## config.mk

```make
export PLATFORM = sky130hd
export DESIGN_NAME = tick_event_scheduler_core_flat
export DESIGN_NICKNAME = d
export VERILOG_FILES = /design/src/rtl/tes_pkg.sv /design/src/rtl/tes_if.sv /design/src/rtl/tick_event_scheduler_core.sv /design/src/flat_wrapper.sv
export SDC_FILE = /design/constraint.sdc
export NUM_CORES = 2
export LEC_CHECK = 0
export ABC_AREA = 1
export BUFFER_PORTS_ARGS = -buffer_cell sky130_fd_sc_hd__buf_2
export CORE_AREA = 2 2 357 535
export DETAILED_ROUTE_END_ITERATION = 8
export DIE_AREA = 0 0 359 537
export PLACE_DENSITY_LB_ADDON = 0.12
export SYNTH_ARGS = -nofsm -noshare
export SYNTH_HDL_FRONTEND = slang
export SYNTH_SLANG_ARGS = --single-unit
```

## constraint.sdc

```tcl
create_clock -name clk -period 6.36 [get_ports clk]
set_clock_uncertainty 0.2 [all_clocks]
set_input_delay 0 -clock clk [delete_from_list [all_inputs] [get_ports clk]]
set_output_delay 0 -clock clk [all_outputs]
set_load 0.03 [all_outputs]
```

## src/rtl/tes_pkg.sv

```systemverilog
// Package: shared constants and codes for the tick event scheduler.
package tes_pkg;
    localparam int ENTRIES_DEF    = 16;
    localparam int DELAY_BITS_DEF = 24;
    localparam int ID_BITS_DEF    = 16;
    localparam int TAG_BITS_DEF   = 8;

    localparam logic [2:0] CMD_TICK      = 3'd0;
    localparam logic [2:0] CMD_SCHED_ONE = 3'd1;
    localparam logic [2:0] CMD_SCHED_REP = 3'd2;
    localparam logic [2:0] CMD_CANC_ONE  = 3'd3;
    localparam logic [2:0] CMD_CANC_REP  = 3'd4;
    localparam logic [2:0] CMD_WAIT      = 3'd5;

    localparam logic [2:0] KIND_SCHEDULED = 3'd0;
    localparam logic [2:0] KIND_FIRED     = 3'd1;
    localparam logic [2:0] KIND_CANCELLED = 3'd2;
    localparam logic [2:0] KIND_NOT_FOUND = 3'd3;
    localparam logic [2:0] KIND_FULL      = 3'd4;
    localparam logic [2:0] KIND_TICK_DONE = 3'd5;
    localparam logic [2:0] KIND_WAIT      = 3'd6;
endpackage

```

## src/rtl/tes_if.sv

```systemverilog
// Interfaces: command and result channels.
interface tes_cmd_if #(
    parameter int DELAY_BITS = tes_pkg::DELAY_BITS_DEF,
    parameter int ID_BITS    = tes_pkg::ID_BITS_DEF,
    parameter int TAG_BITS   = tes_pkg::TAG_BITS_DEF
);
    logic                  valid;
    logic                  ready;
    logic [2:0]            command;
    logic [DELAY_BITS-1:0] delay_ticks;
    logic [TAG_BITS-1:0]   handler_tag;
    logic [ID_BITS-1:0]    target_id;
    modport source (output valid, command, delay_ticks, handler_tag, target_id, input ready);
    modport sink   (input valid, command, delay_ticks, handler_tag, target_id, output ready);
endinterface

interface tes_res_if #(
    parameter int ID_BITS  = tes_pkg::ID_BITS_DEF,
    parameter int TAG_BITS = tes_pkg::TAG_BITS_DEF
);
    logic                valid;
    logic                ready;
    logic [2:0]          kind;
    logic [ID_BITS-1:0]  entry_id;
    logic [TAG_BITS-1:0] fired_tag;
    logic                wait_busy;
    logic                last;
    modport source (output valid, kind, entry_id, fired_tag, wait_busy, last, input ready);
    modport sink   (input valid, kind, entry_id, fired_tag, wait_busy, last, output ready);
endinterface

```

## src/rtl/tick_event_scheduler_core.sv

```systemverilog
// Top level: tick event scheduler with a slot table walked by a sequencer.
// A wait is answered from idle; a schedule or cancel scans the slots, and on a hit makes an
// age pass before its beat. A tick makes a countdown pass, emits fired one-shots and then
// repeats, frees fired one-shots with an age pass for each, and ends with a done beat.
// Throughput: one command at a time; the next is taken as the last beat is taken.
// Reset (rst_n, async, active low): all slots invalid, next id 1, wait count 0.
module tick_event_scheduler_core #(
    parameter int ENTRIES    = tes_pkg::ENTRIES_DEF,
    parameter int DELAY_BITS = tes_pkg::DELAY_BITS_DEF,
    parameter int ID_BITS    = tes_pkg::ID_BITS_DEF,
    parameter int TAG_BITS   = tes_pkg::TAG_BITS_DEF
) (
    input  logic      clk,
    input  logic      rst_n,
    tes_cmd_if.sink   cmd,
    tes_res_if.source res
);
    localparam int SW = $clog2(ENTRIES);
    localparam int CW = SW + 1;

    // sequencer states
    localparam logic [3:0] ST_IDLE  = 4'd0;
    localparam logic [3:0] ST_FIND  = 4'd1;  // free slot / cancel match scan
    localparam logic [3:0] ST_AGE   = 4'd2;  // age bump or rerank pass
    localparam logic [3:0] ST_DEC   = 4'd3;  // tick: countdown pass
    localparam logic [3:0] ST_EMIT1 = 4'd4;  // tick: one-shots by age, oldest first
    localparam logic [3:0] ST_EMIT2 = 4'd5;  // tick: repeats by age, newest first
    localparam logic [3:0] ST_FREE  = 4'd6;  // tick: free fired one-shots
    localparam logic [3:0] ST_OUT   = 4'd7;  // final beat
    localparam logic [3:0] ST_WAITO = 4'd8;  // beat pending in emit

    logic [3:0]            state_reg;
    logic [3:0]            ret_reg;
    logic [2:0]            cmd_reg;
    logic [DELAY_BITS-1:0] delay_reg;
    logic [TAG_BITS-1:0]   tag_reg;
    logic [ID_BITS-1:0]    tid_reg;
    logic [CW-1:0]         idx_reg;   // slot index
    logic [CW-1:0]         rank_reg;  // age rank being emitted
    logic [CW-1:0]         cnt_reg;   // valid count of the countdown pass
    logic                  hit_reg;
    logic [SW-1:0]         hit_slot_reg;

    logic [ENTRIES-1:0]    valid_reg;
    logic [ENTRIES-1:0]    fire_reg;
    logic                  rep_mem   [ENTRIES];
    logic [DELAY_BITS-1:0] rem_mem   [ENTRIES];
    logic [DELAY_BITS-1:0] rld_mem   [ENTRIES];
    logic [ID_BITS-1:0]    id_mem    [ENTRIES];
    logic [TAG_BITS-1:0]   tag_mem   [ENTRIES];
    logic [SW-1:0]         age_mem   [ENTRIES];

    logic [ID_BITS-1:0]    next_id_reg;
    logic [DELAY_BITS-1:0] wait_reg;

    logic                  ov_reg;
    logic [2:0]            ok_reg;
    logic [ID_BITS-1:0]    oid_reg;
    logic [TAG_BITS-1:0]   otag_reg;
    logic                  olast_reg;

    logic [SW-1:0] s;
    logic          s_end;
    logic [SW-1:0] s_age;
    logic [SW-1:0] hit_age;
    assign s       = idx_reg[SW-1:0];
    assign s_end   = (idx_reg == CW'(ENTRIES - 1));
    assign s_age   = age_mem[s];
    assign hit_age = age_mem[hit_slot_reg];

    logic out_free;
    assign out_free  = !ov_reg || res.ready;
    assign cmd.ready = (state_reg == ST_IDLE) && out_free;

    assign res.valid     = ov_reg;
    assign res.kind      = ok_reg;
    assign res.entry_id  = oid_reg;
    assign res.fired_tag = otag_reg;
    assign res.wait_busy = (wait_reg != '0);
    assign res.last      = olast_reg;

    logic is_rep_cmd;
    assign is_rep_cmd = (cmd_reg == tes_pkg::CMD_SCHED_REP) ||
                        (cmd_reg == tes_pkg::CMD_CANC_REP);

    always_ff @(posedge clk or negedge rst_n)
    begin
        if (!rst_n)
        begin
            state_reg   <= ST_IDLE;
            ret_reg     <= ST_IDLE;
            valid_reg   <= '0;
            next_id_reg <= ID_BITS'(1);
            wait_reg    <= '0;
            ov_reg      <= 1'b0;
        end
        else
        begin
            if (ov_reg && res.ready)
                ov_reg <= 1'b0;
            case (state_reg)
                ST_IDLE:
                begin
                    if (cmd.valid && cmd.ready)
                    begin
                        cmd_reg   <= cmd.command;
                        delay_reg <= cmd.delay_ticks;
                        tag_reg   <= cmd.handler_tag;
                        tid_reg   <= cmd.target_id;
                        idx_reg   <= '0;
                        hit_reg   <= 1'b0;
                        cnt_reg   <= '0;
                        fire_reg  <= '0;
                        case (cmd.command)
                            tes_pkg::CMD_TICK:
                            begin
                                if (wait_reg != '0)
                                    wait_reg <= wait_reg - 1'b1;
                                state_reg <= ST_DEC;
                            end
                            tes_pkg::CMD_SCHED_ONE, tes_pkg::CMD_SCHED_REP,
                            tes_pkg::CMD_CANC_ONE, tes_pkg::CMD_CANC_REP:
                                state_reg <= ST_FIND;
                            tes_pkg::CMD_WAIT:
                            begin
                                wait_reg  <= cmd.delay_ticks;
                                ov_reg    <= 1'b1;
                                ok_reg    <= tes_pkg::KIND_WAIT;
                                oid_reg   <= '0;
                                otag_reg  <= '0;
                                olast_reg <= 1'b1;
                            end
                            default: ;
                        endcase
                    end
                end
                ST_FIND:
                begin
                    // schedule: lowest free slot; cancel: lowest matching slot
                    if (!hit_reg)
                    begin
                        if (cmd_reg == tes_pkg::CMD_SCHED_ONE ||
                            cmd_reg == tes_pkg::CMD_SCHED_REP)
                        begin
                            if (!valid_reg[s])
                            begin
                                hit_reg      <= 1'b1;
                                hit_slot_reg <= s;
                            end
                        end
                        else if (valid_reg[s] && rep_mem[s] == is_rep_cmd &&
                                 id_mem[s] == tid_reg)
                        begin
                            hit_reg      <= 1'b1;
                            hit_slot_reg <= s;
                        end
                    end
                    idx_reg <= idx_reg + 1'b1;
                    if (s_end)
                    begin
                        idx_reg <= '0;
                        if (!(hit_reg || (cmd_reg == tes_pkg::CMD_SCHED_ONE ||
                              cmd_reg == tes_pkg::CMD_SCHED_REP ? !valid_reg[s] :
                              (valid_reg[s] && rep_mem[s] == is_rep_cmd &&
                               id_mem[s] == tid_reg))))
                        begin
                            ok_reg    <= (cmd_reg == tes_pkg::CMD_SCHED_ONE ||
                                          cmd_reg == tes_pkg::CMD_SCHED_REP) ?
                                         tes_pkg::KIND_FULL : tes_pkg::KIND_NOT_FOUND;
                            oid_reg   <= '0;
                            otag_reg  <= '0;
                            olast_reg <= 1'b1;
                            state_reg <= ST_OUT;
                        end
                        else
                            state_reg <= ST_AGE;
                    end
                end
                ST_AGE:
                begin
                    // ages are a dense rank, so one pass with the hit's age suffices
                    if (cmd_reg == tes_pkg::CMD_SCHED_ONE ||
                        cmd_reg == tes_pkg::CMD_SCHED_REP)
                    begin
                        if (valid_reg[s])
                            age_mem[s] <= s_age + 1'b1;
                    end
                    else if (valid_reg[s] && s != hit_slot_reg && s_age > hit_age)
                        age_mem[s] <= s_age - 1'b1;
                    idx_reg <= idx_reg + 1'b1;
                    if (s_end)
                    begin
                        if (cmd_reg == tes_pkg::CMD_TICK)
                        begin
                            // slot freed by the tick: resume the free scan there
                            idx_reg   <= CW'(hit_slot_reg);
                            state_reg <= ST_FREE;
                        end
                        else if (cmd_reg == tes_pkg::CMD_SCHED_ONE ||
                                 cmd_reg == tes_pkg::CMD_SCHED_REP)
                        begin
                            valid_reg[hit_slot_reg] <= 1'b1;
                            rep_mem[hit_slot_reg]   <= is_rep_cmd;
                            rem_mem[hit_slot_reg]   <= (!is_rep_cmd && delay_reg == '0) ?
                                                       DELAY_BITS'(1) : delay_reg;
                            rld_mem[hit_slot_reg]   <= delay_reg;
                            id_mem[hit_slot_reg]    <= next_id_reg;
                            tag_mem[hit_slot_reg]   <= tag_reg;
                            age_mem[hit_slot_reg]   <= '0;
                            next_id_reg <= (next_id_reg + 1'b1 == '0) ?
                                           ID_BITS'(1) : next_id_reg + 1'b1;
                            ok_reg    <= tes_pkg::KIND_SCHEDULED;
                            oid_reg   <= next_id_reg;
                            otag_reg  <= '0;
                            olast_reg <= 1'b1;
                            state_reg <= ST_OUT;
                        end
                        else
                        begin
                            valid_reg[hit_slot_reg] <= 1'b0;
                            ok_reg    <= tes_pkg::KIND_CANCELLED;
                            oid_reg   <= id_mem[hit_slot_reg];
                            otag_reg  <= tag_mem[hit_slot_reg];
                            olast_reg <= 1'b1;
                            state_reg <= ST_OUT;
                        end
                    end
                end
                ST_DEC:
                begin
                    if (valid_reg[s])
                    begin
                        if (rem_mem[s] <= DELAY_BITS'(1))
                        begin
                            fire_reg[s] <= 1'b1;
                            rem_mem[s]  <= rep_mem[s] ? rld_mem[s] : '0;
                        end
                        else
                            rem_mem[s] <= rem_mem[s] - 1'b1;
                        cnt_reg <= cnt_reg + 1'b1;
                    end
                    idx_reg <= idx_reg + 1'b1;
                    if (s_end)
                    begin
                        idx_reg   <= '0;
                        rank_reg  <= cnt_reg + CW'(valid_reg[s]) - 1'b1;
                        state_reg <= (cnt_reg + CW'(valid_reg[s]) == '0) ?
                                     ST_FREE : ST_EMIT1;
                    end
                end
                ST_EMIT1, ST_EMIT2:
                begin
                    // walk ranks; per rank scan all slots (ranks are unique)
                    if (valid_reg[s] && fire_reg[s] && s_age == rank_reg[SW-1:0] &&
                        rep_mem[s] == (state_reg == ST_EMIT2))
                    begin
                        ov_reg    <= 1'b1;
                        ok_reg    <= tes_pkg::KIND_FIRED;
                        oid_reg   <= id_mem[s];
                        otag_reg  <= tag_mem[s];
                        olast_reg <= 1'b0;
                        ret_reg   <= state_reg;
                        state_reg <= ST_WAITO;
                    end
                    idx_reg <= idx_reg + 1'b1;
                    if (s_end)
                    begin
                        idx_reg <= '0;
                        if (state_reg == ST_EMIT1)
                        begin
                            if (rank_reg == '0)
                            begin
                                // repeats walk upwards from the newest rank
                                rank_reg <= '0;
                                if (!(valid_reg[s] && fire_reg[s] && rep_mem[s] == 1'b0 &&
                                      s_age == rank_reg[SW-1:0]))
                                    state_reg <= ST_EMIT2;
                                ret_reg <= ST_EMIT2;
                            end
                            else
                                rank_reg <= rank_reg - 1'b1;
                        end
                        else
                        begin
                            rank_reg <= rank_reg + 1'b1;
                            if (rank_reg == cnt_reg - 1'b1)
                            begin
                                if (!(valid_reg[s] && fire_reg[s] && rep_mem[s] &&
                                      s_age == rank_reg[SW-1:0]))
                                    state_reg <= ST_FREE;
                                ret_reg <= ST_FREE;
                            end
                        end
                    end
                end
                ST_WAITO:
                begin
                    if (res.ready)
                        state_reg <= ret_reg;
                end
                ST_FREE:
                begin
                    // free fired one-shots, closing the age gap with a full pass for each
                    if (valid_reg[s] && fire_reg[s] && !rep_mem[s])
                    begin
                        valid_reg[s] <= 1'b0;
                        hit_slot_reg <= s;
                        hit_reg      <= 1'b1;
                        idx_reg      <= '0;
                        state_reg    <= ST_AGE;
                        cmd_reg      <= tes_pkg::CMD_TICK;
                        fire_reg[s]  <= 1'b0;
                    end
                    else
                    begin
                        idx_reg <= idx_reg + 1'b1;
                        if (s_end)
                        begin
                            ok_reg    <= tes_pkg::KIND_TICK_DONE;
                            oid_reg   <= '0;
                            otag_reg  <= '0;
                            olast_reg <= 1'b1;
                            state_reg <= ST_OUT;
                        end
                    end
                end
                ST_OUT:
                begin
                    if (out_free)
                    begin
                        ov_reg    <= 1'b1;
                        state_reg <= ST_IDLE;
                    end
                end
                default: state_reg <= ST_IDLE;
            endcase
        end
    end

    // a pending beat is held until it is taken, never dropped
    property p_no_overwrite;
        @(posedge clk) disable iff (!rst_n)
        (res.valid && !res.ready) |=> res.valid;
    endproperty
    assert property (p_no_overwrite) else $error("result beat dropped");

    property p_busy_not_ready;
        @(posedge clk) disable iff (!rst_n)
        (state_reg != ST_IDLE) |-> !cmd.ready;
    endproperty
    assert property (p_busy_not_ready) else $error("ready while busy");

    property p_fired_not_last;
        @(posedge clk) disable iff (!rst_n)
        (res.valid && res.kind == tes_pkg::KIND_FIRED) |-> !res.last;
    endproperty
    assert property (p_fired_not_last) else $error("fired beat marked last");
endmodule

```

## src/flat_wrapper.sv

```systemverilog
// flat-port wrapper written by rule: the top's interface ports become plain ports
module tick_event_scheduler_core_flat 
#(
    parameter int ENTRIES    = tes_pkg::ENTRIES_DEF,
    parameter int DELAY_BITS = tes_pkg::DELAY_BITS_DEF,
    parameter int ID_BITS    = tes_pkg::ID_BITS_DEF,
    parameter int TAG_BITS   = tes_pkg::TAG_BITS_DEF
)
  (clk, rst_n, cmd_valid, cmd_command, cmd_delay_ticks, cmd_handler_tag, cmd_target_id, cmd_ready, res_valid, res_kind, res_entry_id, res_fired_tag, res_wait_busy, res_last, res_ready);
  tes_cmd_if #(.DELAY_BITS(DELAY_BITS), .ID_BITS(ID_BITS), .TAG_BITS(TAG_BITS)) cmd_i ();
  tes_res_if #(.ID_BITS(ID_BITS), .TAG_BITS(TAG_BITS)) res_i ();
  input  logic clk;
  input  logic rst_n;
  input wire logic [$bits(cmd_i.valid)-1:0] cmd_valid;
  input wire logic [$bits(cmd_i.command)-1:0] cmd_command;
  input wire logic [$bits(cmd_i.delay_ticks)-1:0] cmd_delay_ticks;
  input wire logic [$bits(cmd_i.handler_tag)-1:0] cmd_handler_tag;
  input wire logic [$bits(cmd_i.target_id)-1:0] cmd_target_id;
  output wire logic [$bits(cmd_i.ready)-1:0] cmd_ready;
  output wire logic [$bits(res_i.valid)-1:0] res_valid;
  output wire logic [$bits(res_i.kind)-1:0] res_kind;
  output wire logic [$bits(res_i.entry_id)-1:0] res_entry_id;
  output wire logic [$bits(res_i.fired_tag)-1:0] res_fired_tag;
  output wire logic [$bits(res_i.wait_busy)-1:0] res_wait_busy;
  output wire logic [$bits(res_i.last)-1:0] res_last;
  input wire logic [$bits(res_i.ready)-1:0] res_ready;
  assign cmd_i.valid = cmd_valid;
  assign cmd_i.command = cmd_command;
  assign cmd_i.delay_ticks = cmd_delay_ticks;
  assign cmd_i.handler_tag = cmd_handler_tag;
  assign cmd_i.target_id = cmd_target_id;
  assign cmd_ready = cmd_i.ready;
  assign res_valid = res_i.valid;
  assign res_kind = res_i.kind;
  assign res_entry_id = res_i.entry_id;
  assign res_fired_tag = res_i.fired_tag;
  assign res_wait_busy = res_i.wait_busy;
  assign res_last = res_i.last;
  assign res_i.ready = res_ready;
  tick_event_scheduler_core #(.ENTRIES(ENTRIES), .DELAY_BITS(DELAY_BITS), .ID_BITS(ID_BITS), .TAG_BITS(TAG_BITS)) u_core (.clk(clk), .rst_n(rst_n), .cmd(cmd_i), .res(res_i));
endmodule
```

==> flow_summary.json <==
{
  "syn2layout_area_growth_pct": 14.4,
  "setup-tns-final_ns": 0,
  "timing.critical_path.slowest_cell_delay_ns": 0.89,
  "routed_via_density": 5.40,
  "irDropWorstVdd_uv": 498,
  "max_capacitance_violation_count": 0,
  "report.power.total_uw": 34000,
  "maxSlewHeadroom": 0.246,
  "gr-total-overflow": 0,
  "fp.coreArea_sq_um": 188000,
  "top_post_synthesis_cells_by_area": "edfxtp_1, o21ai_0, nand2_1, nor2_1, nand3_1",
  "finalSetupViolations": 0,
  "grt_pass1_wl_mm": 324,
  "initial_antenna_violation_count": 3,
  "post_synth_fa_ha_maj_area_fraction": 0.00489,
  "timing.rr.start": "u_core.idx_reg[0]",
  "number_of_antenna_violating_nets_in_the_routed_design": 0,
  "share_of_final_layout_standard_cells_stronger_than_drive_strength_1": 0.0928,
  "path_cells": "ha_1, inv_1, nor2_1, ha_1, clkinv_1, nor3_2, buf_4, inv_2, nor2_1, inv_2, nand2_1, nand3_1, nor2_4, buf_4",
  "setup_ws_ns": 0.935,
  "synth_nets": 6460,
  "synth_flop_cell": "edfxtp_1",
  "maximum_fanout_encountered_on_the_critical_timing_path": 23,
  "i_o_pin_count": 86,
  "synth_cells": 6380,
  "synthArstFlopShare": 0.0458,
  "worst_slew_pin_slew_ns": 1.12,
  "port-buffer-count": 85,
  "dr.first_iter.drc_count": 4010,
  "worstHoldPathType": "input port to register",
  "timing.fmax_ghz": 0.184,
  "power-per-cell-area_nw_per_um2": 454,
  "setup_crit_path_kind": "register to register",
  "final_nets": 6572,
  "synthesis.area_sq_um": 65500,
  "dp_hpwl_mm": 132,
  "run_status": "complete, no violations",
  "synth-compound-area-share": 0.149,
  "timing.critical_path.max_delay_family": "simple AND/OR/NAND/NOR gates",
  "hold_violations": 0,
  "setup.worst_path.end": "u_core.rem_mem[9][10]",
  "totalWireLength_mm": 224,
  "cts_buffers": 159,
  "clock_tree_from_tritoncts": "done",
  "synth_area_leader_cell": "edfxtp_1",
  "route.detailed.wl_per_inst_um": 24.7,
  "placed_cells_incl_taps": 8677,
  "worst-r2r-setup-slack_ns": 0.94,
  "finalWorstPathRequiredPeriod_ns": 5.42,
  "layout.cells.non_filler": 9067,
  "h_tree_level_count": 4,
  "horiz_die_dim_um": 359,
  "yosys.cell_types.count": 61,
  "root_buffer": "clkbuf_16",
  "critical_path.reg2reg.endpoint": "u_core.rem_mem[9][10]",
  "r2r_cells": 14,
  "drt_pre_antenna_iters": 8,
  "detail_route.drc_violations": 0,
  "worstSetupEndpointType": "register",
  "sink_count_of_the_clock_tree": 1420,
  "post-route-util": 0.398,
  "clock_pin_slew_on_the_worst_setup_and_hold_paths_ns": 0.06,
  "place.gp.congestion": 0.869,
  "mostFrequentLayoutCells": "edfxtp_1, nand2_1, o21ai_0",
  "floorplan.rows": 195,
  "route.vias.total": 48900,
  "total_count_of_max_transition_violations_in_the_final_report": 0,
  "synthesis.yosys.warnings": 0,
  "synth_simple_gate_area_frac": 0.145,
  "design.die.area_sq_um": 193000,
  "cts_buffer_depth": 4,
  "min_from": "cmd_command[2]",
  "grt_max_degree": 205,
  "worstPathArrival_ns": 5.72,
  "placement.setup.worst_slack_ns": 1.04,
  "yosys.area.top_type_share": 0.588,
  "yosys_register_bits": 1420,
  "biggestRegsByFlops": "u_core.rem_mem: 384 flops, u_core.rld_mem: 384 flops, u_core.id_mem: 256 flops",
  "share_of_cell_area_taken_by_muxes_after_synthesis": 0,
  "worstSkewPairLatency_ns": 0.81,
  "layout_commonest_cell": "edfxtp_1",
  "grt_setup_unrepaired": "no",
  "period_share": 0.853,
  "cp-start-kind": "register",
  "startpoint": "u_core.idx_reg[0]",
  "die-height_um": 537,
  "critical_path_required_ns": 6.65,
  "synth_xor_xnor_area_share": 0.00602,
  "ys_seq_area_frac": 0.635,
  "via_count_of_the_first_global_routing_pass": 48300,
  "static-leakage-power_uw": 0.0266,
  "cp.depth": 14,
  "gr-usage-all-layers": 0.227,
  "syn-mean-instance-area_sq_um": 10.3,
  "count_of_flip_flops_with_a_built_in_enable_after_synthesis": 1283,
  "synth_top_family_by_area": "compound AO/OA/AOI/OAI gates",
  "timing.critical_path.buf_inv": 6,
  "cts_setup_buffers": 0,
  "timing.critical_path.slowest_stage_cell": "edfxtp_1",
  "initial_utilization": 0.348
}
[Yosys cell counts, types with 4 or more instances]
cell type  number
clkinv_1        7
dfrtp_1        64
a32o_1          8
nor2_2         19
nor2_1        770
o22a_1          4
o211ai_1      240
nor3b_1         4
nand3_1       442
buf_4          16
or2_2          28
buf_6          17
o21ai_1       114
nand2_2        12
nor3_1         16
a21oi_1       325
dfxtp_1        72
o221ai_1       50
nor4_1         12
a31oi_1        18
a22oi_1         6
nor2_4         16
o21ai_0       801
xnor2_1        12
clkbuf_1      191
nand4_1        24
nand2_1       864
ha_1           24
edfxtp_1     1283
o22ai_1        67
nand3b_1        9
inv_1         521
o31ai_1        13
o221a_2         6
o32ai_1        11
xor2_1         33
buf_2         144
inv_2          26
buf_1          25
a211oi_1       31
[worst min path at each step]
stage,end,slack (ns),depth (start not counted)
4_1_cts,u_core.cmd_reg[2],0.02,4
6_report,u_core.cmd_reg[2],0.04,4
3_3_place_gp,u_core.wait_reg[11],-0.26,1
5_1_grt,u_core.cmd_reg[2],0.09,4
3_5_place_dp,u_core.wait_reg[11],-0.27,1
2_1_floorplan,async pin,-0.50,0
[logic make-up (layout without fill, tap and decap cells)]
group | count (synthesis) | count (layout)
XOR/XNOR | 45 | 45
flip-flops | 1420 | 1420
AO/OA/AOI/OAI | 1708 | 1708
adder cells (fa/ha/maj) | 25 | 25
buffers and inverters | 949 | 1172
other | 0 | 2
AND/OR/NAND/NOR | 2233 | 2233
[per-stage QoR]
stage | area (sq um) | hold WS (ns)
3_5_place_dp | 68800 | -0.269
4_1_cts | 74900 | 0.0196
5_1_grt | 74900 | 0.0853
6_report | 74900 | 0.0360
3_3_place_gp | 68800 | -0.264
2_1_floorplan | 65500 | -0.496
[worst min-delay path: cells and delay by family]
kind | cells | cell delay [ns]
buffers and inverters | 3 | 0.77
AND/OR/NAND/NOR | 1 | 0.13
[report_power, final]
part	total, uW	internal, uW	switching (uW)
logic	13400	3660	9700
clock network	9120	5320	3800
registers	11500	10900	653
[layout make-up]
class | count | area [sq um]
Clock inverter | 69 | 727
Antenna cell | 2 | 5.00
Tap cell | 2462 | 3080
Timing Repair Buffer | 344 | 2890
Inverter | 556 | 2130
Multi-Input combinational cell | 4011 | 20200
Sequential cell | 1420 | 41600
Fill cell | 18200 | 113000
Clock buffer | 203 | 4260
[metal layers]
layer,wire length (um),GRT usage
met5,13,0
met2,114000,0.412
met1,89900,0.271
met3,10100,0.0273
met4,9340,0.0917
[what timing repair did]
item                      4_1_cts  5_1_grt
gates resized for setup         0        0
hold buffers                  116        0
hold endpoints to repair      182        0
No activity file was read; power rests on OpenSTA's default activity.
